### src/hdl/rqms_pkg.sv
// ----------------------------------------------------------------------------
// rqms_pkg
// Shared types and constants for the ready queue with minimum select.
// ----------------------------------------------------------------------------
`default_nettype none
package rqms_pkg;
  localparam int DEPTH = 16;
  localparam int AW = $clog2(DEPTH);
  localparam int CW = $clog2(DEPTH + 1);

  typedef enum logic [2:0] {
    REQ_ENQ = 3'd0, REQ_FIFO = 3'd1, REQ_REMOVE = 3'd2,
    REQ_SHORT = 3'd3, REQ_PRIO = 3'd4, REQ_TICK = 3'd5
  } req_t;

  localparam logic [1:0] ST_OK = 2'd0;
  localparam logic [1:0] ST_FULL = 2'd1;
  localparam logic [1:0] ST_EMPTY = 2'd2;
  localparam logic [1:0] ST_NOTFOUND = 2'd3;

  typedef struct packed {
    logic [7:0]  id;
    logic [15:0] remaining;
    logic [7:0]  prio;
    logic [15:0] waited;
  } slot_t;

  typedef struct packed {
    logic       start;     // latch request, reset scan
    logic       scan;      // evaluate entry at scan offset
    logic       sel;       // load offset of selected entry
    logic       shift;     // move entry offset+1 into offset
    logic       finish;    // commit result
  } cmd_t;

  typedef struct packed {
    logic [2:0] req;
    logic       empty;
    logic       scan_last;  // scan offset is last entry
    logic       shift_last; // shift offset+1 is last entry
    logic       match;      // entry at scan offset has the requested id
    logic       need_shift; // selected entry sits between head and tail
  } stat_t;
endpackage
`default_nettype wire

### src/hdl/rqms_datapath.sv
// ----------------------------------------------------------------------------
// rqms_datapath
// Entry store, scan/shift pointers, minimum tracking and result register.
// ----------------------------------------------------------------------------
`default_nettype none
module rqms_datapath (
  input  wire logic           clk,
  input  wire logic           rst,
  input  wire rqms_pkg::cmd_t cmd,
  output rqms_pkg::stat_t     stat,
  input  wire logic [2:0]     req_type,
  input  wire logic [7:0]     process_id,
  input  wire logic [15:0]    remaining_in,
  input  wire logic [7:0]     priority_in,
  input  wire logic [15:0]    waited_in,
  output logic [1:0]          r_status,
  output logic                r_taken_valid,
  output rqms_pkg::slot_t     r_taken,
  output logic [4:0]          r_occupancy
);
  import rqms_pkg::*;

  slot_t         mem [DEPTH];
  slot_t         cur;
  slot_t         nxt_e;
  logic [AW-1:0] head;
  logic [CW-1:0] count;
  logic [CW-1:0] off;
  logic [CW-1:0] best;
  logic [15:0]   best_key;
  logic [15:0]   key;
  logic          found;
  logic [2:0]    req;
  slot_t         in_e;
  logic [7:0]    pid;
  slot_t         best_e;

  function automatic logic [AW-1:0] slot_of(logic [AW-1:0] h, logic [CW-1:0] o);
    logic [CW:0] s;
    s = {{(CW+1-AW){1'b0}}, h} + {1'b0, o};
    return s[AW-1:0];
  endfunction

  always_comb cur = mem[slot_of(head, off)];
  always_comb nxt_e = mem[slot_of(head, off + CW'(1))];
  always_comb key = (req == REQ_PRIO) ? {8'd0, cur.prio} : cur.remaining;

  always_comb begin
    stat.req = req;
    stat.empty = (count == '0);
    stat.scan_last = ((off + CW'(1)) >= count);
    stat.shift_last = ((off + CW'(2)) >= count);
    stat.match = (cur.id == pid);
    stat.need_shift = (best != '0) && ((best + CW'(1)) < count);
  end

  always_ff @(posedge clk) begin
    if (rst) begin
      head <= '0;
      count <= '0;
      off <= '0;
      best <= '0;
      found <= 1'b0;
      r_status <= ST_OK;
      r_taken_valid <= 1'b0;
      r_taken <= '0;
    end else if (cmd.start) begin
      req <= req_type;
      pid <= process_id;
      in_e <= '{process_id, remaining_in, priority_in, waited_in};
      off <= '0;
      best <= '0;
      found <= 1'b0;
    end else if (cmd.scan) begin
      if (req == REQ_REMOVE) begin
        if (cur.id == pid) begin
          found <= 1'b1;
          best <= off;
        end
      end else if (req == REQ_TICK) begin
        if (cur.waited != 16'hFFFF) mem[slot_of(head, off)].waited <= cur.waited + 16'd1;
      end else if (off == '0 || key < best_key) begin
        best <= off;
        best_key <= key;
        best_e <= cur;
      end
      off <= off + CW'(1);
    end else if (cmd.sel) begin
      off <= best;
    end else if (cmd.shift) begin
      mem[slot_of(head, off)] <= nxt_e;
      off <= off + CW'(1);
    end else if (cmd.finish) begin
      unique case (req) inside
        REQ_ENQ: begin
          r_taken_valid <= 1'b0;
          r_taken <= '0;
          if (count == CW'(DEPTH)) r_status <= ST_FULL;
          else begin
            r_status <= ST_OK;
            mem[slot_of(head, count)] <= in_e;
            count <= count + CW'(1);
          end
        end
        REQ_FIFO, REQ_SHORT, REQ_PRIO: begin
          if (count == '0) begin
            r_status <= ST_EMPTY;
            r_taken_valid <= 1'b0;
            r_taken <= '0;
          end else begin
            r_status <= ST_OK;
            r_taken_valid <= 1'b1;
            r_taken <= best_e;
            if (best == '0) head <= slot_of(head, CW'(1));
            count <= count - CW'(1);
          end
        end
        REQ_REMOVE: begin
          r_taken_valid <= 1'b0;
          r_taken <= '0;
          if (count == '0) r_status <= ST_EMPTY;
          else if (!found) r_status <= ST_NOTFOUND;
          else begin
            r_status <= ST_OK;
            if (best == '0) head <= slot_of(head, CW'(1));
            count <= count - CW'(1);
          end
        end
        default: begin
          r_status <= ST_OK;
          r_taken_valid <= 1'b0;
          r_taken <= '0;
        end
      endcase
    end
  end

  always_comb begin
    r_occupancy = 5'(count);
  end
endmodule
`default_nettype wire

### src/hdl/rqms_ctrl.sv
// ----------------------------------------------------------------------------
// rqms_ctrl
// Sequencer: scan, optional gap close, result commit and output handshake.
// ----------------------------------------------------------------------------
`default_nettype none
module rqms_ctrl (
  input  wire logic            clk,
  input  wire logic            rst,
  input  wire logic            in_valid,
  output logic                 in_ready,
  output logic                 out_valid,
  input  wire logic            out_ready,
  output rqms_pkg::cmd_t       cmd,
  input  wire rqms_pkg::stat_t stat
);
  import rqms_pkg::*;

  typedef enum logic [2:0] {S_IDLE, S_DEC, S_SCAN, S_SEL, S_SHIFT, S_FIN} st_t;
  st_t st;

  assign in_ready = (st == S_IDLE) && (!out_valid || out_ready);

  always_comb begin
    cmd = '0;
    cmd.start = in_valid && in_ready;
    cmd.scan = (st == S_SCAN);
    cmd.sel = (st == S_SEL);
    cmd.shift = (st == S_SHIFT);
    cmd.finish = (st == S_FIN);
  end

  always_ff @(posedge clk) begin
    if (rst) begin
      st <= S_IDLE;
      out_valid <= 1'b0;
    end else begin
      if (out_valid && out_ready) out_valid <= 1'b0;
      unique case (st)
        S_IDLE: if (cmd.start) st <= S_DEC;
        S_DEC: begin
          if (stat.empty || stat.req == REQ_ENQ || stat.req > REQ_TICK) st <= S_FIN;
          else st <= S_SCAN;
        end
        S_SCAN: begin
          unique case (stat.req)
            REQ_FIFO: st <= S_SEL;
            REQ_REMOVE: begin
              if (stat.match) st <= S_SEL;
              else if (stat.scan_last) st <= S_FIN;
            end
            REQ_TICK: if (stat.scan_last) st <= S_FIN;
            default: if (stat.scan_last) st <= S_SEL;
          endcase
        end
        S_SEL: st <= stat.need_shift ? S_SHIFT : S_FIN;
        S_SHIFT: if (stat.shift_last) st <= S_FIN;
        S_FIN: begin
          st <= S_IDLE;
          out_valid <= 1'b1;
        end
        default: st <= S_IDLE;
      endcase
    end
  end
endmodule
`default_nettype wire

### src/hdl/ready_queue_with_min_select_unit.sv
// ----------------------------------------------------------------------------
// ready_queue_with_min_select_unit
// Ordered process queue with FIFO, remove-by-id, shortest and priority takes.
// ----------------------------------------------------------------------------
// One request is handled at a time. Enqueue, unknown requests and any request
// on an empty queue go from decode straight to commit, and a FIFO take passes
// decode, a single scan and select before commit. Shortest and priority takes,
// removes and ticks walk the held entries one a cycle, and a removal between
// head and tail then closes the gap one entry a cycle. The result is registered
// and the next beat is taken once it has left or while it is being taken.
`default_nettype none
module ready_queue_with_min_select_unit (
  input  wire logic        clk,
  input  wire logic        rst,
  input  wire logic        in_valid,
  output logic             in_ready,
  input  wire logic [2:0]  req_type,
  input  wire logic [7:0]  process_id,
  input  wire logic [15:0] remaining_in,
  input  wire logic [7:0]  priority_in,
  input  wire logic [15:0] waited_in,
  output logic             out_valid,
  input  wire logic        out_ready,
  output logic [1:0]       status,
  output logic             taken_valid,
  output logic [7:0]       taken_id,
  output logic [15:0]      taken_remaining,
  output logic [7:0]       taken_priority,
  output logic [15:0]      taken_waited,
  output logic [4:0]       occupancy
);
  import rqms_pkg::*;
  cmd_t  cmd;
  stat_t stat;
  slot_t tk;

  rqms_ctrl u_ctrl (.clk, .rst, .in_valid, .in_ready, .out_valid, .out_ready,
    .cmd, .stat);
  rqms_datapath u_dp (.clk, .rst, .cmd, .stat, .req_type, .process_id,
    .remaining_in, .priority_in, .waited_in, .r_status(status),
    .r_taken_valid(taken_valid), .r_taken(tk), .r_occupancy(occupancy));

  assign taken_id = tk.id;
  assign taken_remaining = tk.remaining;
  assign taken_priority = tk.prio;
  assign taken_waited = tk.waited;
endmodule
`default_nettype wire

### config.mk
export PLATFORM = sky130hd
export DESIGN_NAME = ready_queue_with_min_select_unit
export DESIGN_NICKNAME = d
export VERILOG_FILES = /design/src/hdl/rqms_pkg.sv /design/src/hdl/rqms_datapath.sv /design/src/hdl/rqms_ctrl.sv /design/src/hdl/ready_queue_with_min_select_unit.sv
export SDC_FILE = /design/constraint.sdc
export NUM_CORES = 1
export LEC_CHECK = 0
export BUFFER_PORTS_ARGS = -buffer_cell sky130_fd_sc_hd__buf_2
export CAP_MARGIN = 20
export CORE_MARGIN = 2
export CORE_UTILIZATION = 55
export CTS_BUF_LIST = sky130_fd_sc_hd__clkbuf_4
export DETAILED_ROUTE_END_ITERATION = 10
export PLACE_DENSITY = 0.72
export SKIP_CTS_REPAIR_TIMING = 1
export SLEW_MARGIN = 20
export SYNTH_ARGS = -nofsm -noshare
export SYNTH_HDL_FRONTEND = slang
export SYNTH_HIERARCHICAL = 1
export SYNTH_SLANG_ARGS = --single-unit
### constraint.sdc
create_clock -name clk -period 16.31 [get_ports clk]
set_clock_uncertainty 0.15 [all_clocks]
set_input_delay 3.262 -clock clk [delete_from_list [all_inputs] [get_ports clk]]
set_output_delay 3.262 -clock clk [all_outputs]
set_load 0.05 [all_outputs]
### Yosys cells after proc, flatten, opt, wreduce, memory -nomap -nowiden

Memories as Yosys holds them, arrays and structs flattened.
Cells that the tools add are included.

| operators by class | value |
|---|---|
| add/sub/neg operators | 10 |
| $mul | 0 |
| divide/modulo/power cells | 0 |
| order comparisons | 5 |
| eq/ne operators | 22 |
| shift-type cells | 0 |
| muxes and demuxes | 64 |
| bitwise gates (word level) | 8 |
| reductions and logical operators | 31 |

Operators by type and width:

| kind | count |
|---|---|
| $mux W48 | 3 |
| $mux W5 | 11 |
| $reduce_or A48 Y1 | 1 |
| $mux W16 | 2 |
| $mux W1 | 28 |
| $mux W4 | 5 |
| $mux W3 | 6 |
| $add A16 B1 Y16 const B | 1 |
| $lt A16 B16 Y1 | 1 |
| $ne A16 B16 Y1 const B | 1 |
| $add A5 B1 Y5 const B | 3 |
| $logic_not A5 Y1 | 3 |
| $pmux W3 S5 | 1 |
| $pmux W5 S3 | 1 |
| $add A4 B4 Y4 | 3 |
| $eq A3 B2 Y1 const B | 4 |
| $eq A3 B3 Y1 const B | 4 |
| $ne A2 B2 Y1 const B | 6 |
| $ge A5 B5 Y1 | 2 |
| $reduce_and A10 Y1 | 1 |
| $pmux W3 S3 | 1 |
| $reduce_and A9 Y1 | 1 |
| $eq A8 B8 Y1 | 1 |
| $mux W2 | 4 |
| 27 further kinds | 46 |

| word-level totals | value |
|---|---|
| register bits after elaboration | 190 |
| bits in latches | 0 |
| memory bits (writable) | 768 |
| memory bits (read-only) | 0 |
| output and inout port bits | 58 |
| memories kept | 1 |

Memories:

| name | words | bits a word | rd ports | clocked after memory_dff | write ports | RTL line | RTL |
|---|---|---|---|---|---|---|---|
| u_dp.mem | 16 | 48 | 2 | 0 | 1 | rqms_datapath.sv:23 | `slot_t mem [DEPTH];` |

### Longest topological paths before layout

Gate-level depths: netlist of the first run.

| depth | value |
|---|---|
| depth in word-level cells | 12 |
| depth in mapped cells | 24 |
| mapped depth without buffers | 17 |

### Cells and area by module

The synthesis of the first run kept the hierarchy.

Modules (own cells, without submodules):

| module | times used | cells each | area each (um2) | seq. area each (um2) |
|---|---|---|---|---|
| rqms_datapath | 1 | 2,707 | 44,564.0 | 27,936.8 |
| rqms_ctrl | 1 | 42 | 315.3 | 80.1 |

### Worst setup path after synthesis of the first run

Ideal clock, no wire load.

| timing | value |
|---|---|
| path type | register to register |
| start | register u_dp.head[0] |
| end | register u_dp/best_e[0] (netlist name), enable pin |
| setup time | 0.486 ns |
| arrival time | 7.599 ns |
| data required time | 15.674 ns |
| slack | 8.075 ns |
| cell stages (with the launch flop) | 24 |
| path buffers | 8 |
| path through | dfxtp_1 -> ha_1 -> fa_1 -> buf_2 -> buf_6 -> buf_6 -> buf_6 -> buf_6 -> buf_4 -> buf_2 -> buf_1 -> mux4_2 -> nand2_1 -> a31oi_1 -> mux2_2 -> ha_1 -> a21o_1 -> a21o_1 -> a31o_2 -> o21bai_1 -> a21o_1 -> nor3_1 -> nor2_1 -> nor2_1 |

RTL lines:

| item | RTL line | RTL |
|---|---|---|
| start, declared | rqms_datapath.sv:26 | `logic [AW-1:0] head;` |
| start signal, assigned | rqms_datapath.sv:114 | `if (best == '0) head <= slot_of(head, CW'(1));` |
| start signal, assigned | rqms_datapath.sv:125 | `if (best == '0) head <= slot_of(head, CW'(1));` |
| end signal, assigned | rqms_datapath.sv:85 | `best_e <= cur;` |
| end, declared | rqms_datapath.sv:36 | `slot_t best_e;` |

==> results of run 1 <==
-- cell usage in the layout (no fill, tap or decap), drive strengths merged, types with 3 or more instances in the layout --
master / instances
edfxtp: 883
mux4: 396
nand2: 392
clkbuf: 351
buf: 213
nor2: 112
o21ai: 89
clkinv: 77
dfxtp: 75
mux2i: 69
nand3: 53
a22oi: 48
ha: 48
inv: 46
a21oi: 36
a31oi: 35
xnor2: 31
and3: 30
and2: 25
nor4: 22
nand4: 18
a21o: 16
nor3: 15
a32oi: 14
xor2: 14
mux2: 13
a211oi: 12
nand2b: 11
a221oi: 7
nor2b: 7
or4: 6
nor3b: 4
fa: 4
diode: 3
or3: 3
or2: 3
nor4b: 3
-- state kept, by name (all words and copies together), names as in the netlist, 2 cells and up --
signal and count:
u_ctrl/st 3, u_dp/best 5, u_dp/best_e 48, u_dp/best_key 16, u_dp/head 4, u_dp/in_e 40, u_dp/mem 768, u_dp/off 5
u_dp/pid 8, u_dp/r_occupancy 5, u_dp/r_status 2, u_dp/r_taken 48, u_dp/req 3
-- through the flow --
step | util, % | cells
floorplan | - | 2749
global placement | 58.30 | 3832
detailed placement | 58.30 | 3833
CTS | 62.08 | 4271
global route | 62.13 | 4275
finish | 62.13 | 4275
-- where the power goes --
part           internal, W  total [W]  switching, W
Clock             0.000994    0.00196      0.000967
Sequential         0.00280    0.00282     0.0000164
Combinational     0.000314   0.000739      0.000425
-- critical path, delay by kind of cell, from the launching register on --
kind | cells | cell delay, ns
buf+inv | 4 | 2.17
flops | 1 | 0.48
compound gates | 4 | 1.22
fa+ha+maj | 2 | 0.95
mux | 1 | 0.38
simple gates | 8 | 1.88
-- worst max-delay path by stage --
stage	from	endpoint	slack [ns]	cells after the start
2_1_floorplan	u_dp/head[0]	u_dp/best_e[0]	8.07	23
3_3_place_gp	u_dp/head[0]	u_dp/best_e[10]	8.52	19
3_5_place_dp	u_dp/head[0]	u_dp/best_e[14]	8.53	19
4_1_cts	u_dp/head[0]	u_dp/best_e[7]	8.47	19
5_1_grt	u_dp/off[0]	u_dp/best_e[10]	7.95	18
6_report	u_dp/off[0]	u_dp/best_e[7]	8.41	19
-- final cells by class --
class	instances	share of cell area (%)
inverter	37	0.2771
multi-input combinational	1566	32.35
tap	1060	2.646
sequential	958	55.89
antenna	3	0.01498
clock inverter	87	0.8262
timing repair buffer	213	2.731
clock buffer	351	5.257
-- layer usage --
metal | GRT usage, % | vias to the layer above
li1 | - | 11760
met1 | 39.71 | 14150
met2 | 42.79 | 1782
met3 | 7.182 | 218
met4 | 9.115 | 0
met5 | 0 | -
-- cell families after synthesis --
logic type	synth area share (%)
multiplexers	21.74
AND/OR/NAND/NOR	7.067
adder cells (fa/ha/maj)	1.517
XOR/XNOR	0.8782
buffers and inverters	2.328
AO/OA/AOI/OAI	4.045
flip-flops	62.43
==> reports/metrics.cfg, run 1 <==
[placed_design]
place_ws_ns=8.525
dpl.hpwl_um=69670
gp_congestion=0.8752
port_buffers=112
place_area_um2=47040

[timing]
finalHoldViolations=0
setup_slack_ns=8.408
max-slew-margin-rel_pct=22.35
max_freq_mhz=126.6
fin_hold_ws_ns=0.3148
drv_slew=0
setup_viol=0
finalCritPeriodShare_pct=48.45
fin_tns_setup_ns=0
rsz0062_at_grt=no
min_period_ns=7.902
worst_pin_slew_ns=1.165

[clock_network]
clkSlewWorstSetupHoldPaths_ns=0.07
cts-buffers-inserted=236
cts_htree_levels=4
cts_tree=yes
cts_sinks=958
clock_latency_ns=1.15
cts_root_buf=clkbuf_4
clockBufferDepth=3

[setup_path]
r2r_start=u_dp/off[0]
worstPathMaxFanout=120
slowest_delay_ns=0.86
cp-start-kind=flop
required_ns=16.89
cp_cell_sequence=inv_1 > ha_4 > buf_12 > buf_4 > mux4_2 > nand2_1 > and3_1 > a31oi_1 > and2_1 > ha_1 > nand2_1 > nor2_1 > a31o_2 > o21bai_1 > a21o_1 > nor3_1 > nor2_1 > nor2_4 > buf_4
worstPathArrival_ns=8.48
critical_path.reg2reg.endpoint=u_dp/best_e[7]
slowest_stage=buf_4
rrSetupSlack_ns=8.41
cp-end-kind=flop
r2r_cells=19
criticalPathCategory=flop to flop

[power]
ir_drop_mv=0.07381
p_per_area_nw_per_um2=110.1
total_power_w=0.005519
leakage_nw=16.89

[grt]
grt_max_degree=121
gr-total-overflow=0
antenna_found_initial=7
grt_pass1_wl_um=172700
grt_pass1_vias=28300
grt_use_total_pct=27.93

[yosys]
yosysMostFrequentCell=edfxtp_1
ys.warnings.count=6
synth.area.top_cells=edfxtp_1 (59%), mux4_2 (20%), dfxtp_1 (3.3%)
synth_area_um2=44880
ys.flop_type=edfxtp_1
synth_enable_flop_cells=883
synth_commonest_cells=edfxtp_1 (883), mux4_2 (396), nand2_1 (392), nor2_1 (111), clkbuf_1 (96)
synth_nets=2856
avgSynthCellArea_um2=16.33
yosysTopAreaCell=edfxtp_1
synth_seq_area_share_pct=62.43
syn_inst=2749
yosysUniqueCellTypes=71
async_reset_ff_share_pct=0
ys_ff_latch=958
synth_top_area_share_pct=59.08

[routing]
drt-met1-wl_um=44120
avgViaCountPerCell=6.528
vias=27910
dr.pass1.iters=7
routedWlPerCell_um=26.85
wl_met3_um=14130
drt_wl_total_um=114800
drc=0
drt_iter0_drc=3209
ant_nets=0
dr_wl_met2_um=53840
routed.top_layer=met4

[floorplanning]
initial_core_util_pct=55.63
die_w_um=289.7
die_h_um=289.7
rows=104
die-area_um2=83900
core_area_um2=80680
boundaryPins=113

[final_layout]
multiInputGateArea_um2=16220
seq_area_um2=28020
drive_above_1_share_pct=33.03
n_fill_cell=5847
area_delta_synth_final_pct=11.69
nets=3119
design_area_um2=50120

[min_path]
hold_depth=2
hold_end=u_dp/r_status[1]
min_from=u_dp/r_status[1]
hp-class=flop to flop

[run_status]
status=complete, no violations

[run]
drv_cap=0

(Power assumes the default switching activity.)
==> run 2, diff against run 1 <==
==> constraint.sdc (replaced) <==
create_clock -name clk -period 7.8 [get_ports clk]
set_clock_uncertainty 0.15 [all_clocks]
set_input_delay 1.56 -clock clk [delete_from_list [all_inputs] [get_ports clk]]
set_output_delay 1.56 -clock clk [all_outputs]
set_load 0.05 [all_outputs]
==> reports/metrics.cfg, run 2 (synthesis results as in run 1) <==
[grt]
gr-total-overflow=0  ; unchanged
antenna_found_initial=4  ; -3
grt_max_degree=97  ; -20%
grt_pass1_vias=28460  ; +0.55%
grt_pass1_wl_um=178100  ; +3.1%
grt_use_total_pct=29.09  ; +1.2 points

[clock_network]
clkSlewWorstSetupHoldPaths_ns=0.07  ; about the same
clockBufferDepth=3  ; unchanged
cts_root_buf=clkbuf_4
cts_htree_levels=4  ; unchanged
cts_sinks=958  ; unchanged
cts_tree=yes
clock_latency_ns=1.13  ; -0.02 ns
cts-buffers-inserted=237  ; +0.42%

[routing]
vias=28400  ; +1.8%
dr.pass1.iters=6  ; -1
ant_nets=0  ; unchanged
drt_iter0_drc=3509  ; +9.3%
drt_wl_total_um=120600  ; +5.0%
avgViaCountPerCell=6.617  ; +1.4%
routedWlPerCell_um=28.09  ; +4.6%
drc=0  ; unchanged

[setup_path]
r2r_cells=18  ; -1
cp-end-kind=flop
worstPathMaxFanout=64  ; -47%
required_ns=8.34  ; -8.55 ns
worstPathArrival_ns=6.99  ; -1.49 ns
critical_path.reg2reg.endpoint=u_dp/best_e[4]
cp-start-kind=flop
r2r_start=u_dp/off[2]
rrSetupSlack_ns=1.35  ; -7.06 ns
criticalPathCategory=flop to flop

[final_layout]
largest_register_ffs=768  ; unchanged
area_delta_synth_final_pct=12.18
final_common_cell=edfxtp_1
drive_above_1_share_pct=33.44  ; +0.40 points
nets=3131  ; +0.38%
fin_util_pct=62.40  ; +0.27 points
layout_common_cells=edfxtp_1 (883), mux4_2 (396), nand2_1 (391), clkbuf_4 (359), buf_2 (113)
n_fill_cell=5715  ; -2.3%
reg_top3=u_dp/mem (768), u_dp/best_e (48), u_dp/r_taken (48)
top_register=u_dp/mem
fin_cells=4292  ; +0.40%

[timing]
max-slew-margin-rel_pct=25.27  ; +2.9 points
finalHoldViolations=0  ; unchanged
drv_slew=0  ; unchanged
worst_pin_slew_ns=1.121  ; -0.04384 ns
setup_slack_ns=1.351  ; -7.058 ns
fin_tns_setup_ns=0  ; unchanged
rsz0062_at_grt=no
setup_viol=0  ; unchanged
fin_hold_ws_ns=0.3055  ; -0.009332 ns
min_period_ns=6.449  ; -1.452 ns
max_freq_mhz=155.1  ; +23%
finalCritPeriodShare_pct=82.68  ; +34 points

[floorplanning]
die-area_um2=83900  ; unchanged
die_h_um=289.7  ; unchanged
initial_core_util_pct=55.63  ; unchanged
core_area_um2=80680  ; unchanged
rows=104  ; unchanged
boundaryPins=113  ; unchanged
die_w_um=289.7  ; unchanged

[min_path]
hold_end=u_dp/r_taken[34]
hold_depth=2  ; unchanged
min_from=u_dp/best_e[34]
hp-class=flop to flop

[run]
drv_cap=0  ; unchanged

[placed_design]
post-place-cells=3845  ; +0.31%
place_ws_ns=1.620  ; -6.905 ns
gp_congestion=0.8707  ; -0.51%
port_buffers=112  ; unchanged
dpl.hpwl_um=72510  ; +4.1%

[power]
p_per_area_nw_per_um2=230.7  ; +110%
ir_drop_mv=0.1508  ; +100%
leakage_nw=17.02  ; +0.77%

[run_status]
status=complete, no violations

run 2: changes by cell type in the layout (fill, tap and decap cells not counted), sizes merged:
cell / delta
buf: +11
inv: -5
clkbuf: +8
clkinv: +3
bufinv: +1
diode: -1
run 2: worst max-delay path: stages (launching register included):
cell and delay [ns]:
dfxtp_1 0.49, ha_1 0.39, a21oi_1 0.51, a21oi_1 0.30
nor2_4 0.81, buf_4 0.34, nand2_1 0.08, and3_1 0.19
a31oi_1 0.23, and2_1 0.21, ha_1 0.27, a21o_1 0.17
nand2_1 0.14, o2111ai_1 0.32, a21o_1 0.27, nor3_1 0.42
nor2_1 0.16, nor2_4 0.13, buf_12 0.38
run 2: worst max path at each step:
stage | start | end | slack (ns) | cells after the start
after detailed placement | u_dp/off[0] | u_dp/best_e[8] | 1.62 | 18
final | u_dp/off[2] | u_dp/best_e[4] | 1.35 | 18
after floorplan | u_dp/head[0] | u_dp/best_e[0] | 0.63 | 23
after global placement | u_dp/off[0] | u_dp/best_e[6] | 1.70 | 18
after global routing | u_dp/off[2] | u_dp/best_e[4] | 1.26 | 18
after CTS | u_dp/off[2] | u_dp/best_e[4] | 1.53 | 18
run 2: power by group:
group | internal, W | leakage, nW | total, W | switching, W
sequential | 0.00586 | 8.55 | 0.00590 | 0.0000367
clock | 0.00215 | 1.87 | 0.00418 | 0.00203
combinational | 0.000661 | 6.60 | 0.00153 | 0.000871
run 2: area by class of cell:
| class | instances | area, um2 | area share (%) |
|---|---|---|---|
| sequential | 958 | 28020 | 55.65 |
| multi-input combinational | 1566 | 16210 | 32.20 |
| clock buffer | 359 | 2695 | 5.353 |
| timing repair buffer | 224 | 1524 | 3.027 |
| tap | 1060 | 1326 | 2.634 |
| clock inverter | 86 | 430.4 | 0.8549 |
| inverter | 37 | 138.9 | 0.2759 |
| antenna | 2 | 5.005 | 0.009941 |
run 2: metrics by stage:
step           instance area [um2]  power, W
6_report                     50350   0.01161
5_1_grt                      50340   0.01208
4_1_cts                      50330   0.01170
3_5_place_dp                 47200  0.007526
3_3_place_gp                 47190  0.007480
2_1_floorplan                44880  0.007113
run 2: per-layer routing:
| metal | up-vias | global-route usage, % | part of all wire (%) |
|---|---|---|---|
| li1 | 11820 | - | - |
| met1 | 14400 | 40.28 | 37 |
| met2 | 1940 | 45.06 | 47 |
| met3 | 244 | 7.716 | 13 |
| met4 | 0 | 10.47 | 3.0 |
| met5 | - | 0 | 0 |
